## src/hw/rtl/voxel_label_mode_filter_six_unit_assert.svh

```systemverilog
// ----------------------------------------------------------------------------
// Assertion macros for the voxel label mode filter
// Wrappers that give every concurrent check the same clock, reset and report.
// ----------------------------------------------------------------------------
`ifndef VOXEL_LABEL_MODE_FILTER_SIX_UNIT_ASSERT_SVH
`define VOXEL_LABEL_MODE_FILTER_SIX_UNIT_ASSERT_SVH

// Same-cycle implication, checked outside reset.
`define VLMF_ASSERT_SAME(lbl, clk, rst_n, ante, cons) \
  lbl: assert property (@(posedge clk) disable iff (!rst_n) (ante) |-> (cons)) \
    else $error("vlmf check failed");

// Next-cycle implication, checked outside reset.
`define VLMF_ASSERT_NEXT(lbl, clk, rst_n, ante, cons) \
  lbl: assert property (@(posedge clk) disable iff (!rst_n) (ante) |=> (cons)) \
    else $error("vlmf check failed");

`endif

```

## src/hw/rtl/vlmf_pkg.sv

```systemverilog
// ----------------------------------------------------------------------------
// vlmf_pkg
// Shared types, constants and helper functions of the voxel label mode filter.
// ----------------------------------------------------------------------------
`timescale 1ns / 1ps

package vlmf_pkg;

  // Default label width.
  localparam int unsigned LABEL_BITS_DEF = 31;

  // Six face neighbours, compared in three pairs.
  localparam int unsigned NB_NUM   = 6;
  localparam int unsigned PAIR_NUM = NB_NUM / 2;
  localparam int unsigned CNT_BITS = 3;

  // Configuration register indexes.
  localparam int unsigned CFG_IDX_BITS = 1;

  typedef enum logic [CFG_IDX_BITS-1:0] {
    REG_RANGE_LOW  = 1'b0,
    REG_RANGE_HIGH = 1'b1
  } cfg_reg_e;

  typedef logic [NB_NUM-1:0]   nb_mask_t;
  typedef logic [CNT_BITS-1:0] cnt_t;

  // Flags after the range and centre compares.
  typedef struct packed {
    logic     ctr_in;
    nb_mask_t same;
    nb_mask_t cand;
  } cmp_flags_t;

  // Flags after counting.
  typedef struct packed {
    logic                elig;
    cnt_t                same_cnt;
    nb_mask_t            cand;
    cnt_t [NB_NUM-1:0]   cnt;
  } cnt_flags_t;

  // One contender of the selection tree.
  typedef struct packed {
    logic v;
    cnt_t cnt;
  } pick_t;

  // Flags after the first selection level.
  typedef struct packed {
    logic                  elig;
    cnt_t                  same_cnt;
    pick_t [PAIR_NUM-1:0]  pick;
  } sel_flags_t;

  // Number of set bits in a neighbour mask.
  function automatic cnt_t popcount6(nb_mask_t m);
    cnt_t sum;
    sum = '0;
    for (int i = 0; i < NB_NUM; i++) begin
      sum = sum + cnt_t'(m[i]);
    end
    return sum;
  endfunction

  // True when contender a wins over b: higher count, ties to the smaller label.
  function automatic logic beats(pick_t a, pick_t b, logic a_lab_lt);
    return a.v && (!b.v || (a.cnt > b.cnt) || ((a.cnt == b.cnt) && a_lab_lt));
  endfunction

endpackage

```

## src/hw/rtl/voxel_label_mode_filter_six_unit.sv

```systemverilog
// ----------------------------------------------------------------------------
// voxel_label_mode_filter_six_unit
// Six-neighbour mode filter on voxel labels: replaces an in-range centre label
// by the most frequent in-range neighbour label when that label outvotes the
// neighbours equal to the centre.
//
//   Channel  Direction  Handshake                  Payload
//   in       sink       in_valid_i / in_stall_o    centre and six neighbour labels
//   out      source     out_valid_o / out_stall_i  new_label_o, changed_o
//   cfg      sink       cfg_we_i                   cfg_idx_i, cfg_wdata_i
//
// Four register stages (compare, count, pair select, decide). An accepted
// transaction passes through the compare, count, pair select and decide
// registers in that order before it is valid on the output.
// One transaction is taken per cycle while the output is not stalled.
// Each stage moves when it is empty or the stage after it moves, so bubbles
// close up and a stall backs up only as far as the pipeline is full.
// Reset clears the valid bits and sets both range registers to zero.
// ----------------------------------------------------------------------------
`timescale 1ns / 1ps

`include "voxel_label_mode_filter_six_unit_assert.svh"

module voxel_label_mode_filter_six_unit #(
  parameter int unsigned LABEL_BITS = vlmf_pkg::LABEL_BITS_DEF
) (
  input  logic                                clk_i,
  input  logic                                rst_ni,
  // Configuration port.
  input  logic                                cfg_we_i,
  input  logic [vlmf_pkg::CFG_IDX_BITS-1:0]   cfg_idx_i,
  input  logic [LABEL_BITS-1:0]               cfg_wdata_i,
  // Input channel.
  input  logic                                in_valid_i,
  output logic                                in_stall_o,
  input  logic [LABEL_BITS-1:0]               center_label_i,
  input  logic [LABEL_BITS-1:0]               x_minus_label_i,
  input  logic [LABEL_BITS-1:0]               x_plus_label_i,
  input  logic [LABEL_BITS-1:0]               y_minus_label_i,
  input  logic [LABEL_BITS-1:0]               y_plus_label_i,
  input  logic [LABEL_BITS-1:0]               z_minus_label_i,
  input  logic [LABEL_BITS-1:0]               z_plus_label_i,
  // Output channel.
  output logic                                out_valid_o,
  input  logic                                out_stall_i,
  output logic [LABEL_BITS-1:0]               new_label_o,
  output logic                                changed_o
);

  logic [LABEL_BITS-1:0]                          range_low_q, range_high_q;
  logic [vlmf_pkg::NB_NUM-1:0][LABEL_BITS-1:0]    nb_in;
  logic                                           en1, en2, en3, en4;
  logic                                           s1_valid, s2_valid, s3_valid;
  logic [LABEL_BITS-1:0]                          s1_centre, s2_centre, s3_centre;
  logic [vlmf_pkg::NB_NUM-1:0][LABEL_BITS-1:0]    s1_nb, s2_nb;
  logic [vlmf_pkg::PAIR_NUM-1:0][LABEL_BITS-1:0]  s3_lab;
  vlmf_pkg::cmp_flags_t                           s1_flags;
  vlmf_pkg::cnt_flags_t                           s2_flags;
  vlmf_pkg::sel_flags_t                           s3_flags;

  // Range registers.
  always_ff @(posedge clk_i or negedge rst_ni) begin
    if (!rst_ni) begin
      range_low_q  <= '0;
      range_high_q <= '0;
    end else if (cfg_we_i) begin
      case (vlmf_pkg::cfg_reg_e'(cfg_idx_i))
        vlmf_pkg::REG_RANGE_LOW:  range_low_q  <= cfg_wdata_i;
        vlmf_pkg::REG_RANGE_HIGH: range_high_q <= cfg_wdata_i;
        default: ;
      endcase
    end
  end

  // Neighbour order follows the field order of the input transaction.
  assign nb_in[0] = x_minus_label_i;
  assign nb_in[1] = x_plus_label_i;
  assign nb_in[2] = y_minus_label_i;
  assign nb_in[3] = y_plus_label_i;
  assign nb_in[4] = z_minus_label_i;
  assign nb_in[5] = z_plus_label_i;

  // Stage enables: a stage loads when it is empty or its content moves on.
  assign en4        = !out_valid_o || !out_stall_i;
  assign en3        = !s3_valid || en4;
  assign en2        = !s2_valid || en3;
  assign en1        = !s1_valid || en2;
  assign in_stall_o = !en1;

  vlmf_compare #(.LABEL_BITS(LABEL_BITS)) u_compare (
    .clk_i        (clk_i),
    .rst_ni       (rst_ni),
    .en_i         (en1),
    .valid_i      (in_valid_i),
    .range_low_i  (range_low_q),
    .range_high_i (range_high_q),
    .centre_i     (center_label_i),
    .nb_i         (nb_in),
    .valid_o      (s1_valid),
    .centre_o     (s1_centre),
    .nb_o         (s1_nb),
    .flags_o      (s1_flags)
  );

  vlmf_count #(.LABEL_BITS(LABEL_BITS)) u_count (
    .clk_i    (clk_i),
    .rst_ni   (rst_ni),
    .en_i     (en2),
    .valid_i  (s1_valid),
    .centre_i (s1_centre),
    .nb_i     (s1_nb),
    .flags_i  (s1_flags),
    .valid_o  (s2_valid),
    .centre_o (s2_centre),
    .nb_o     (s2_nb),
    .flags_o  (s2_flags)
  );

  vlmf_select #(.LABEL_BITS(LABEL_BITS)) u_select (
    .clk_i    (clk_i),
    .rst_ni   (rst_ni),
    .en_i     (en3),
    .valid_i  (s2_valid),
    .centre_i (s2_centre),
    .nb_i     (s2_nb),
    .flags_i  (s2_flags),
    .valid_o  (s3_valid),
    .centre_o (s3_centre),
    .lab_o    (s3_lab),
    .flags_o  (s3_flags)
  );

  vlmf_decide #(.LABEL_BITS(LABEL_BITS)) u_decide (
    .clk_i       (clk_i),
    .rst_ni      (rst_ni),
    .en_i        (en4),
    .valid_i     (s3_valid),
    .centre_i    (s3_centre),
    .lab_i       (s3_lab),
    .flags_i     (s3_flags),
    .valid_o     (out_valid_o),
    .new_label_o (new_label_o),
    .changed_o   (changed_o)
  );

  // The input stalls only when every stage is full and the output is held.
  `VLMF_ASSERT_SAME(a_stall_full, clk_i, rst_ni, in_stall_o, s1_valid && s2_valid && s3_valid && out_valid_o && out_stall_i)
  // An accepted transaction lands in the first stage.
  `VLMF_ASSERT_NEXT(a_accept_lands, clk_i, rst_ni, in_valid_i && !in_stall_o, s1_valid)
  // A held first stage keeps its transaction.
  `VLMF_ASSERT_NEXT(a_s1_hold, clk_i, rst_ni, s1_valid && !en2, s1_valid)

endmodule

```

## src/hw/rtl/vlmf_compare.sv

```systemverilog
// ----------------------------------------------------------------------------
// vlmf_compare
// First stage: range checks and compares of each neighbour against the centre.
// ----------------------------------------------------------------------------
`timescale 1ns / 1ps

module vlmf_compare #(
  parameter int unsigned LABEL_BITS = vlmf_pkg::LABEL_BITS_DEF
) (
  input  logic                                         clk_i,
  input  logic                                         rst_ni,
  input  logic                                         en_i,
  input  logic                                         valid_i,
  input  logic [LABEL_BITS-1:0]                        range_low_i,
  input  logic [LABEL_BITS-1:0]                        range_high_i,
  input  logic [LABEL_BITS-1:0]                        centre_i,
  input  logic [vlmf_pkg::NB_NUM-1:0][LABEL_BITS-1:0]  nb_i,
  output logic                                         valid_o,
  output logic [LABEL_BITS-1:0]                        centre_o,
  output logic [vlmf_pkg::NB_NUM-1:0][LABEL_BITS-1:0]  nb_o,
  output vlmf_pkg::cmp_flags_t                         flags_o
);

  logic                                         valid_q;
  logic [LABEL_BITS-1:0]                        centre_q;
  logic [vlmf_pkg::NB_NUM-1:0][LABEL_BITS-1:0]  nb_q;
  vlmf_pkg::cmp_flags_t                         flags_d, flags_q;

  // Classify each neighbour as same, candidate or neither.
  always_comb begin
    flags_d.ctr_in = (centre_i >= range_low_i) && (centre_i <= range_high_i);
    for (int i = 0; i < vlmf_pkg::NB_NUM; i++) begin
      flags_d.same[i] = (nb_i[i] == centre_i);
      flags_d.cand[i] = flags_d.ctr_in && !flags_d.same[i] &&
                        (nb_i[i] >= range_low_i) && (nb_i[i] <= range_high_i);
    end
  end

  // Stage valid bit.
  always_ff @(posedge clk_i or negedge rst_ni) begin
    if (!rst_ni) begin
      valid_q <= 1'b0;
    end else if (en_i) begin
      valid_q <= valid_i;
    end
  end

  // Stage payload.
  always_ff @(posedge clk_i) begin
    if (en_i) begin
      centre_q <= centre_i;
      nb_q     <= nb_i;
      flags_q  <= flags_d;
    end
  end

  assign valid_o  = valid_q;
  assign centre_o = centre_q;
  assign nb_o     = nb_q;
  assign flags_o  = flags_q;

endmodule

```

## src/hw/rtl/vlmf_count.sv

```systemverilog
// ----------------------------------------------------------------------------
// vlmf_count
// Second stage: pairwise neighbour compares and per-candidate vote counts.
// ----------------------------------------------------------------------------
`timescale 1ns / 1ps

module vlmf_count #(
  parameter int unsigned LABEL_BITS = vlmf_pkg::LABEL_BITS_DEF
) (
  input  logic                                         clk_i,
  input  logic                                         rst_ni,
  input  logic                                         en_i,
  input  logic                                         valid_i,
  input  logic [LABEL_BITS-1:0]                        centre_i,
  input  logic [vlmf_pkg::NB_NUM-1:0][LABEL_BITS-1:0]  nb_i,
  input  vlmf_pkg::cmp_flags_t                         flags_i,
  output logic                                         valid_o,
  output logic [LABEL_BITS-1:0]                        centre_o,
  output logic [vlmf_pkg::NB_NUM-1:0][LABEL_BITS-1:0]  nb_o,
  output vlmf_pkg::cnt_flags_t                         flags_o
);

  logic                                         valid_q;
  logic [LABEL_BITS-1:0]                        centre_q;
  logic [vlmf_pkg::NB_NUM-1:0][LABEL_BITS-1:0]  nb_q;
  vlmf_pkg::cnt_flags_t                         flags_d, flags_q;
  vlmf_pkg::nb_mask_t [vlmf_pkg::NB_NUM-1:0]    match;

  // Equality matrix between neighbours, each pair compared once.
  always_comb begin
    for (int a = 0; a < vlmf_pkg::NB_NUM; a++) begin
      match[a][a] = 1'b1;
      for (int b = a + 1; b < vlmf_pkg::NB_NUM; b++) begin
        match[a][b] = (nb_i[a] == nb_i[b]);
        match[b][a] = match[a][b];
      end
    end
  end

  // Vote counts and the different-beats-same test.
  always_comb begin
    flags_d.cand     = flags_i.cand;
    flags_d.same_cnt = vlmf_pkg::popcount6(flags_i.same);
    flags_d.elig     = flags_i.ctr_in &&
                       (vlmf_pkg::popcount6(flags_i.cand) > flags_d.same_cnt);
    for (int a = 0; a < vlmf_pkg::NB_NUM; a++) begin
      flags_d.cnt[a] = vlmf_pkg::popcount6(flags_i.cand & match[a]);
    end
  end

  // Stage valid bit.
  always_ff @(posedge clk_i or negedge rst_ni) begin
    if (!rst_ni) begin
      valid_q <= 1'b0;
    end else if (en_i) begin
      valid_q <= valid_i;
    end
  end

  // Stage payload.
  always_ff @(posedge clk_i) begin
    if (en_i) begin
      centre_q <= centre_i;
      nb_q     <= nb_i;
      flags_q  <= flags_d;
    end
  end

  assign valid_o  = valid_q;
  assign centre_o = centre_q;
  assign nb_o     = nb_q;
  assign flags_o  = flags_q;

endmodule

```

## src/hw/rtl/vlmf_select.sv

```systemverilog
// ----------------------------------------------------------------------------
// vlmf_select
// Third stage: first level of the selection tree, one winner per pair.
// ----------------------------------------------------------------------------
`timescale 1ns / 1ps

module vlmf_select #(
  parameter int unsigned LABEL_BITS = vlmf_pkg::LABEL_BITS_DEF
) (
  input  logic                                           clk_i,
  input  logic                                           rst_ni,
  input  logic                                           en_i,
  input  logic                                           valid_i,
  input  logic [LABEL_BITS-1:0]                          centre_i,
  input  logic [vlmf_pkg::NB_NUM-1:0][LABEL_BITS-1:0]    nb_i,
  input  vlmf_pkg::cnt_flags_t                           flags_i,
  output logic                                           valid_o,
  output logic [LABEL_BITS-1:0]                          centre_o,
  output logic [vlmf_pkg::PAIR_NUM-1:0][LABEL_BITS-1:0]  lab_o,
  output vlmf_pkg::sel_flags_t                           flags_o
);

  logic                                           valid_q;
  logic [LABEL_BITS-1:0]                          centre_q;
  logic [vlmf_pkg::PAIR_NUM-1:0][LABEL_BITS-1:0]  lab_d, lab_q;
  vlmf_pkg::sel_flags_t                           flags_d, flags_q;
  vlmf_pkg::pick_t                                pick_a, pick_b;

  // Pick the better candidate of each neighbour pair.
  always_comb begin
    flags_d.elig     = flags_i.elig;
    flags_d.same_cnt = flags_i.same_cnt;
    pick_a           = '0;
    pick_b           = '0;
    for (int p = 0; p < vlmf_pkg::PAIR_NUM; p++) begin
      pick_a.v   = flags_i.cand[2*p];
      pick_a.cnt = flags_i.cnt[2*p];
      pick_b.v   = flags_i.cand[2*p+1];
      pick_b.cnt = flags_i.cnt[2*p+1];
      if (vlmf_pkg::beats(pick_b, pick_a, nb_i[2*p+1] < nb_i[2*p])) begin
        flags_d.pick[p] = pick_b;
        lab_d[p]        = nb_i[2*p+1];
      end else begin
        flags_d.pick[p] = pick_a;
        lab_d[p]        = nb_i[2*p];
      end
    end
  end

  // Stage valid bit.
  always_ff @(posedge clk_i or negedge rst_ni) begin
    if (!rst_ni) begin
      valid_q <= 1'b0;
    end else if (en_i) begin
      valid_q <= valid_i;
    end
  end

  // Stage payload.
  always_ff @(posedge clk_i) begin
    if (en_i) begin
      centre_q <= centre_i;
      lab_q    <= lab_d;
      flags_q  <= flags_d;
    end
  end

  assign valid_o  = valid_q;
  assign centre_o = centre_q;
  assign lab_o    = lab_q;
  assign flags_o  = flags_q;

endmodule

```

## src/hw/rtl/vlmf_decide.sv

```systemverilog
// ----------------------------------------------------------------------------
// vlmf_decide
// Last stage: final selection, replace-or-keep decision and output register.
// ----------------------------------------------------------------------------
`timescale 1ns / 1ps

module vlmf_decide #(
  parameter int unsigned LABEL_BITS = vlmf_pkg::LABEL_BITS_DEF
) (
  input  logic                                           clk_i,
  input  logic                                           rst_ni,
  input  logic                                           en_i,
  input  logic                                           valid_i,
  input  logic [LABEL_BITS-1:0]                          centre_i,
  input  logic [vlmf_pkg::PAIR_NUM-1:0][LABEL_BITS-1:0]  lab_i,
  input  vlmf_pkg::sel_flags_t                           flags_i,
  output logic                                           valid_o,
  output logic [LABEL_BITS-1:0]                          new_label_o,
  output logic                                           changed_o
);

  logic                   valid_q;
  logic [LABEL_BITS-1:0]  new_label_d, new_label_q;
  logic                   changed_d, changed_q;
  vlmf_pkg::pick_t        win01, win;
  logic [LABEL_BITS-1:0]  lab01, lab_win;

  // Reduce the three pair winners and decide on replacement.
  always_comb begin
    if (vlmf_pkg::beats(flags_i.pick[1], flags_i.pick[0], lab_i[1] < lab_i[0])) begin
      win01 = flags_i.pick[1];
      lab01 = lab_i[1];
    end else begin
      win01 = flags_i.pick[0];
      lab01 = lab_i[0];
    end
    if (vlmf_pkg::beats(flags_i.pick[2], win01, lab_i[2] < lab01)) begin
      win     = flags_i.pick[2];
      lab_win = lab_i[2];
    end else begin
      win     = win01;
      lab_win = lab01;
    end
    changed_d   = flags_i.elig && win.v && (win.cnt > flags_i.same_cnt);
    new_label_d = changed_d ? lab_win : centre_i;
  end

  // Output valid bit.
  always_ff @(posedge clk_i or negedge rst_ni) begin
    if (!rst_ni) begin
      valid_q <= 1'b0;
    end else if (en_i) begin
      valid_q <= valid_i;
    end
  end

  // Output payload.
  always_ff @(posedge clk_i) begin
    if (en_i) begin
      new_label_q <= new_label_d;
      changed_q   <= changed_d;
    end
  end

  assign valid_o     = valid_q;
  assign new_label_o = new_label_q;
  assign changed_o   = changed_q;

endmodule
```

## config.mk

```make
export PLATFORM = sky130hd
export DESIGN_NAME = voxel_label_mode_filter_six_unit
export DESIGN_NICKNAME = d
export VERILOG_FILES = /design/src/hw/rtl/vlmf_pkg.sv /design/src/hw/rtl/voxel_label_mode_filter_six_unit.sv /design/src/hw/rtl/vlmf_compare.sv /design/src/hw/rtl/vlmf_count.sv /design/src/hw/rtl/vlmf_select.sv /design/src/hw/rtl/vlmf_decide.sv
export VERILOG_INCLUDE_DIRS = /design/src /design/src/hw/rtl
export SDC_FILE = /design/constraint.sdc
export NUM_CORES = 2
export LEC_CHECK = 0
export ABC_AREA = 1
export BUFFER_PORTS_ARGS = -buffer_cell sky130_fd_sc_hd__buf_2
export CAP_MARGIN = 20
export CORE_AREA = 2 2 292 294
export DETAILED_ROUTE_END_ITERATION = 12
export DIE_AREA = 0 0 294 296
export PLACE_DENSITY_LB_ADDON = 0.15
export SLEW_MARGIN = 20
export SYNTH_ARGS = -nofsm -noshare
export SYNTH_HDL_FRONTEND = slang
export SYNTH_HIERARCHICAL = 1
export SYNTH_SLANG_ARGS = --single-unit
```

## constraint.sdc

```tcl
create_clock -name clk_i -period 18.6 [get_ports clk_i]
set_clock_uncertainty 0.05 [all_clocks]
set_input_delay 3.72 -clock clk_i [delete_from_list [all_inputs] [get_ports clk_i]]
set_output_delay 3.72 -clock clk_i [all_outputs]
set_load 0.005 [all_outputs]
```

# ---- Word level (Yosys, flattened, before mapping)
# Index checks and enable logic that the tools add are counted.
dict set report word_totals {
  reg_bits 713
  output_inout_bits 34
  input_bits 254
  wordCells 221
}
dict set report classes {
  n_eq_ne 26
  n_addsub 40
  n_lt_le_gt_ge 26
  n_mux 11
  bitwise_logic 7
  reduce_logical 65
}
# cell count
set op_table {}
lappend op_table {{$eq 31x31->1} 21}
lappend op_table {{$ge 31x31->1} 7}
lappend op_table {{$le 31x31->1} 7}
lappend op_table {{$mux 31} 6}
lappend op_table {{$lt 31x31->1} 5}
lappend op_table {{$add 3x1->3} 32}
lappend op_table {{$and 6x6->6} 6}
lappend op_table {{$logic_and 1x1->1} 32}
lappend op_table {{$gt 3x3->1} 7}
lappend op_table {{$mux 4} 5}
lappend op_table {{$logic_not 1->1} 17}
lappend op_table {{$add 1x1->2} 8}
lappend op_table {{$eq 3x3->1} 5}
lappend op_table {{$logic_or 1x1->1} 14}
lappend op_table {{$reduce_and 2->1} 2}
lappend op_table {{$not 1->1} 1}

# ---- Depth between registers and ports, before layout
dict set report logic_depth {
  ltp_word 13
  ltp_mapped 43
  depth_no_buf 39
}

# ---- Cells and area by module
# Netlist, hierarchy kept.
# module area_per_inst_um2 cells_each seq_area_each_um2 instances
set by_module_without_submodules {}
lappend by_module_without_submodules {vlmf_compare 20410.8 2366 6931.6 1}
lappend by_module_without_submodules {vlmf_count 15262.1 1684 7382.1 1}
lappend by_module_without_submodules {vlmf_select 8921.1 966 4229.1 1}
lappend by_module_without_submodules {vlmf_decide 4031.4 593 985.9 1}
lappend by_module_without_submodules {voxel_label_mode_filter_six_unit 2318.5 239 1551.5 1}

# ---- Least setup slack after synthesis
# OpenSTA, ideal clock, no wires.
dict set report synth_path {
  path_type {input to output}
  startpoint {input out_stall_i}
  endpoint {output in_stall_o}
  required_time_ps 14830
  arrival_ps 12201
  setup_slack_ps 2629
  cell_stages 2
  path_buffers 0
  path_cell_list {nand4_1 -> nor2_1}
}
dict set report synth_between {
  elab_chain_len 6
}
# item line_no
set synth_lines {}
lappend synth_lines {{start, declared} voxel_label_mode_filter_six_unit.sv:45} ;# input logic out_stall_i,
lappend synth_lines {{$logic_not 1->1} voxel_label_mode_filter_six_unit.sv:84} ;# assign en4 = !out_valid_o || !out_stall_i;
lappend synth_lines {{$logic_or 1x1->1} voxel_label_mode_filter_six_unit.sv:84}
lappend synth_lines {{$logic_or 1x1->1} voxel_label_mode_filter_six_unit.sv:85} ;# assign en3 = !s3_valid || en4;
lappend synth_lines {{$logic_or 1x1->1} voxel_label_mode_filter_six_unit.sv:86} ;# assign en2 = !s2_valid || en3;
lappend synth_lines {{$logic_or 1x1->1} voxel_label_mode_filter_six_unit.sv:87} ;# assign en1 = !s1_valid || en2;
lappend synth_lines {{$logic_not 1->1} voxel_label_mode_filter_six_unit.sv:88} ;# assign in_stall_o = !en1;
lappend synth_lines {{end, declared} voxel_label_mode_filter_six_unit.sv:35} ;# output logic in_stall_o,
# Every way passes these cells.

# ---- Worst setup path in the final report
dict set report layout_path {
  startpoint {input out_stall_i}
  endpoint {output in_stall_o}
}
dict set report layout_between {
  elab_chain_len 6
}
# item line_no
set layout_lines {}
lappend layout_lines {{$logic_not 1->1} voxel_label_mode_filter_six_unit.sv:84}
lappend layout_lines {{$logic_or 1x1->1} voxel_label_mode_filter_six_unit.sv:84}
lappend layout_lines {{$logic_or 1x1->1} voxel_label_mode_filter_six_unit.sv:85}
lappend layout_lines {{$logic_or 1x1->1} voxel_label_mode_filter_six_unit.sv:86}
lappend layout_lines {{net en2} voxel_label_mode_filter_six_unit.sv:52} ;# logic en1, en2, en3, en4;
lappend layout_lines {{$logic_or 1x1->1} voxel_label_mode_filter_six_unit.sv:87}
lappend layout_lines {{$logic_not 1->1} voxel_label_mode_filter_six_unit.sv:88}
# The timed path passes the listed nets, and every way through them passes these cells.

==> run summary <==
The run finished with clean final reports. After layout, the worst setup slack is 10.25 ns. Type of the worst setup path: input pin to output port. The number of cells on the worst reg-to-reg path works out to 33. From bottom edge to top edge, the die measures 296 um.

The first TritonRoute pass finished after 6 iterations. The detail route stage leaves a number of antenna-violating nets equal to 0. The critical path runs through a total of 5 cells.

The run gives 0 as the max-capacitance violation count. The async set-reset flop share out of synthesis came out at 0.0926. The logs give 230000 um for the first-pass GRT wire length and 0 for the final setup violation count. Number of gates resized after cts: 0.

The average size of a mapped cell works out to 8.71 sq um. STA classifies the critical path endpoint as an output port. The number of standard-cell rows in the floorplan is 107. Along the worst path, the maximum fanout reaches 46. The synthesized design spends more area on one cell type than any other, namely sky130_fd_sc_hd__edfxtp_1. No sink is reached through more buffers than the 3 on the longest clock path.

The gate family responsible for the most delay along the worst path was buffers and inverters. The clock transition at the registers of the reported paths is 0.06 ns. The run gives 0 as the final max-slew violation count. Entering global routing, the biggest net connects 85 pins.

The tools report the post-synthesis sequential area ratio as 0.414. The global router's overall resource usage was 0.363; the overall via count from detail_route was 40700. 288 I/O pins were placed. Kind of path behind the tightest hold check: flip-flop to flip-flop. Sorting the synthesized cells by area gives the leading types as sky130_fd_sc_hd__edfxtp_1 38%, sky130_fd_sc_hd__ha_1 15%, sky130_fd_sc_hd__nand2_1 13%. TritonCTS built the clock tree. The analysis attributes to cell leakage a power of 0.0258 uW. The post-layout net count was 6880; the number of vias per cell after detailed routing was 5.70. OpenSTA, run right after detailed placement, puts the worst setup slack at 10.22 ns. After synthesis the cells add up to 50900 sq um.

For this design, the slowest cell found on the critical path is sky130_fd_sc_hd__buf_4. The TritonCTS buffer count is 76, and the maximum ir drop on the vdd rail is 0.117 mV. The run gives 3 as the level count of the clock H-tree. Traced cell by cell, the critical path runs through buf_2, nand4_1, buf_4, nor2_1, buf_2. Once detailed placement completed, the half-perimeter wirelength came to 128000 um. The hold violation total from the final report came out at 0. The number of enable flip-flop cells after synthesis was 647. The transition time of the tightest slew-check pin came out at 1.08 ns.

The synthesized netlist net count came out at 6739. The post-route DRC violation count was 0; the number of sinks handled by clock tree synthesis was 713. Counting distinct cell types in the post-synthesis netlist gives 57. From synthesis to final layout, the design area changed by 8.21%. The most numerous cell type found on the critical path is sky130_fd_sc_hd__buf_2. The timing startpoint of the critical path is out_stall_i. The total overflow left after global routing is 0.

In this run the power density over the cells is 101 nW/um^2. Together, buffers and inverters on the worst path number 3. The most used flip-flop cell after synthesis is sky130_fd_sc_hd__edfxtp_1. The run gives 6 as the count of synthesis-stage warnings from yosys. For the final wirelength, the log shows 159000 um.

Along the worst hold path, the cell count comes to 0. Fraction of post-synthesis cell area in the top cell type by area: 0.381. In this design, the stage delay of the slowest critical-path cell is 0.47 ns.

The weighted congestion reported at the end of routability-driven placement came out at 1.05. The run gives 0.120 GHz as the maximum clock frequency. Final period utilization: 0.449. After routing, the total negative slack on setup checks comes to 0 ns. Worst slew margin relative to its limit: 0.282. Buffers added to address setup during post-CTS repair amount to 0.

The floorplan core area is 84200 sq um, and the layout cell share with drive strength beyond 1 is 0.103. The number of hold buffers added after CTS was 0. The number of global-route vias before repair was 37600; the detailed-route wire length per cell was 22.2 um. Gate count after technology mapping: 5848. Clock tree synthesis selected as its root buffer the cell sky130_fd_sc_hd__clkbuf_16. Data arrives at the worst endpoint at 4.58 ns. The count of buffers added on input and output ports is 287. The synthesized design contains 713 register bits. The tools report the beginning of the worst register-to-register path as u_select/flags_o[6]$_DFFE_PP_.

The worst-skew pair later-pin latency is 0.64 ns, and the endpoint required time on the critical path is 14.83 ns. In this run the horizontal extent of the chip is 294 um. STA classifies the critical path startpoint as an input pin. The floorplan step defined a die boundary enclosing 87000 sq um.

Setup repair after global routing left no endpoint under its margin. The tools report the startpoint of the most critical hold path as u_compare/centre_o[7]$_DFFE_PP_. The detailed router finished its first iteration with 4143 violations. The clock period minus final worst setup slack came out at 8.35 ns.

The number of antenna violations at the first check in global routing is 13. For the starting density of the core, the log shows 0.605.
stage by stage:
stage,total power [uW],cell area (sq um),std cells,util,hold slack (ns)
floorplan,3480,50900,5848,-,0.350
global placement,3950,52500,7000,0.624,0.352
detailed placement,4010,52500,7000,0.624,0.355
CTS,5560,55100,7136,0.654,0.371
global route,5890,55100,7143,0.655,0.386
finish,5570,55100,7143,0.655,0.370
cells in the final DEF, fill, tap and decap left out, types with 7 or more instances in the layout:
cell type / count
sky130_fd_sc_hd__a21oi_2: 8
sky130_fd_sc_hd__clkbuf_1: 16
sky130_fd_sc_hd__a21o_1: 17
sky130_fd_sc_hd__nand2_1: 1734
sky130_fd_sc_hd__inv_2: 62
sky130_fd_sc_hd__xnor2_1: 420
sky130_fd_sc_hd__inv_1: 539
sky130_fd_sc_hd__o21a_1: 13
sky130_fd_sc_hd__buf_2: 286
sky130_fd_sc_hd__nor2_1: 413
sky130_fd_sc_hd__fa_1: 24
sky130_fd_sc_hd__edfxtp_1: 647
sky130_fd_sc_hd__xor2_1: 86
sky130_fd_sc_hd__o21ai_0: 132
sky130_fd_sc_hd__bufinv_16: 9
sky130_fd_sc_hd__nand4_1: 72
sky130_fd_sc_hd__nand3b_1: 11
sky130_fd_sc_hd__o21ai_1: 8
sky130_fd_sc_hd__nor2_2: 13
sky130_fd_sc_hd__nor3_1: 43
sky130_fd_sc_hd__nand3_1: 272
sky130_fd_sc_hd__or2_0: 13
sky130_fd_sc_hd__dfrtp_1: 66
sky130_fd_sc_hd__a21oi_1: 239
sky130_fd_sc_hd__clkinv_1: 17
sky130_fd_sc_hd__ha_1: 613
sky130_fd_sc_hd__nand2_4: 7
sky130_fd_sc_hd__nand2_2: 100
sky130_fd_sc_hd__clkbuf_16: 77
sky130_fd_sc_hd__buf_4: 16
cell families after synthesis:
group,share of synthesized area
AOI/OAI and AO/OA,0.0452
xor gates and xnor gates,0.0870
adders and majority gates,0.160
buffers and inverters,0.0711
DFF,0.414
muxes,0.000884
and+or+nand+nor,0.222
state kept, by name (all words and copies together), names as in the netlist, 16 cells and up:
register and count:
u_select/centre_o 31, u_select/flags_o 16, range_low_q 31, u_count/flags_o 28
u_count/nb_o 186, u_compare/centre_o 31, u_count/centre_o 31, u_compare/nb_o 186
range_high_q 31, u_decide/new_label_o 31, u_select/lab_o 93
per-layer routing:
layer  global-route usage  part of all wire  vias up
met2                0.558              0.44     1764
met4                0.192             0.058        2
met5                    0          0.000082        -
li1                     -                 -    19400
met3               0.0498             0.080      351
met1                0.501              0.42    19200
cell usage after synthesis, drive strengths merged, types with 4 or more instances:
master  number
a211oi       4
nor4         5
ha         613
inv        601
nand3      274
nand2     1844
xnor2      420
clkbuf      20
nor3        46
o21ai      140
a21oi      247
edfxtp     647
xor2        86
o21a        13
clkinv       5
or2         20
a21o        17
dfrtp       66
fa          24
mux2         4
nand4       72
nand3b      11
buf        220
nor2       427
final timing paths:
kind | end | slack, ns
hold reg to reg | u_count/centre_o[7]$_DFFE_PP_ | 0.37
max in group asynchronous | u_decide/valid_o$_DFFE_PN0P_ | 14.58
setup reg to reg | u_decide/new_label_o[1]$_DFFE_PP_ | 10.97
hold / removal | u_count/centre_o[7]$_DFFE_PP_ | 0.37
setup / recovery | in_stall_o | 10.25
min in group asynchronous | range_high_q[29]$_DFFE_PN0P_ | 2.88
layout make-up:
type | instances | area (sq um)
antenna | 6 | 15.0
clock buffer | 97 | 2040
clock inverter | 39 | 515
fill | 6949 | 29100
inverter | 606 | 2270
multi-input combinational | 4289 | 26300
sequential | 713 | 21100
tap | 1090 | 1360
timing repair buffer | 303 | 1580
power by group:
part | internal [uW] | switching, uW | leakage [uW]
registers | 2050 | 202 | 0.00768
logic | 625 | 1140 | 0.0169
clock network | 911 | 635 | 0.00123
total | 3590 | 1980 | 0.0258
No activity file was read; power rests on OpenSTA's default activity.
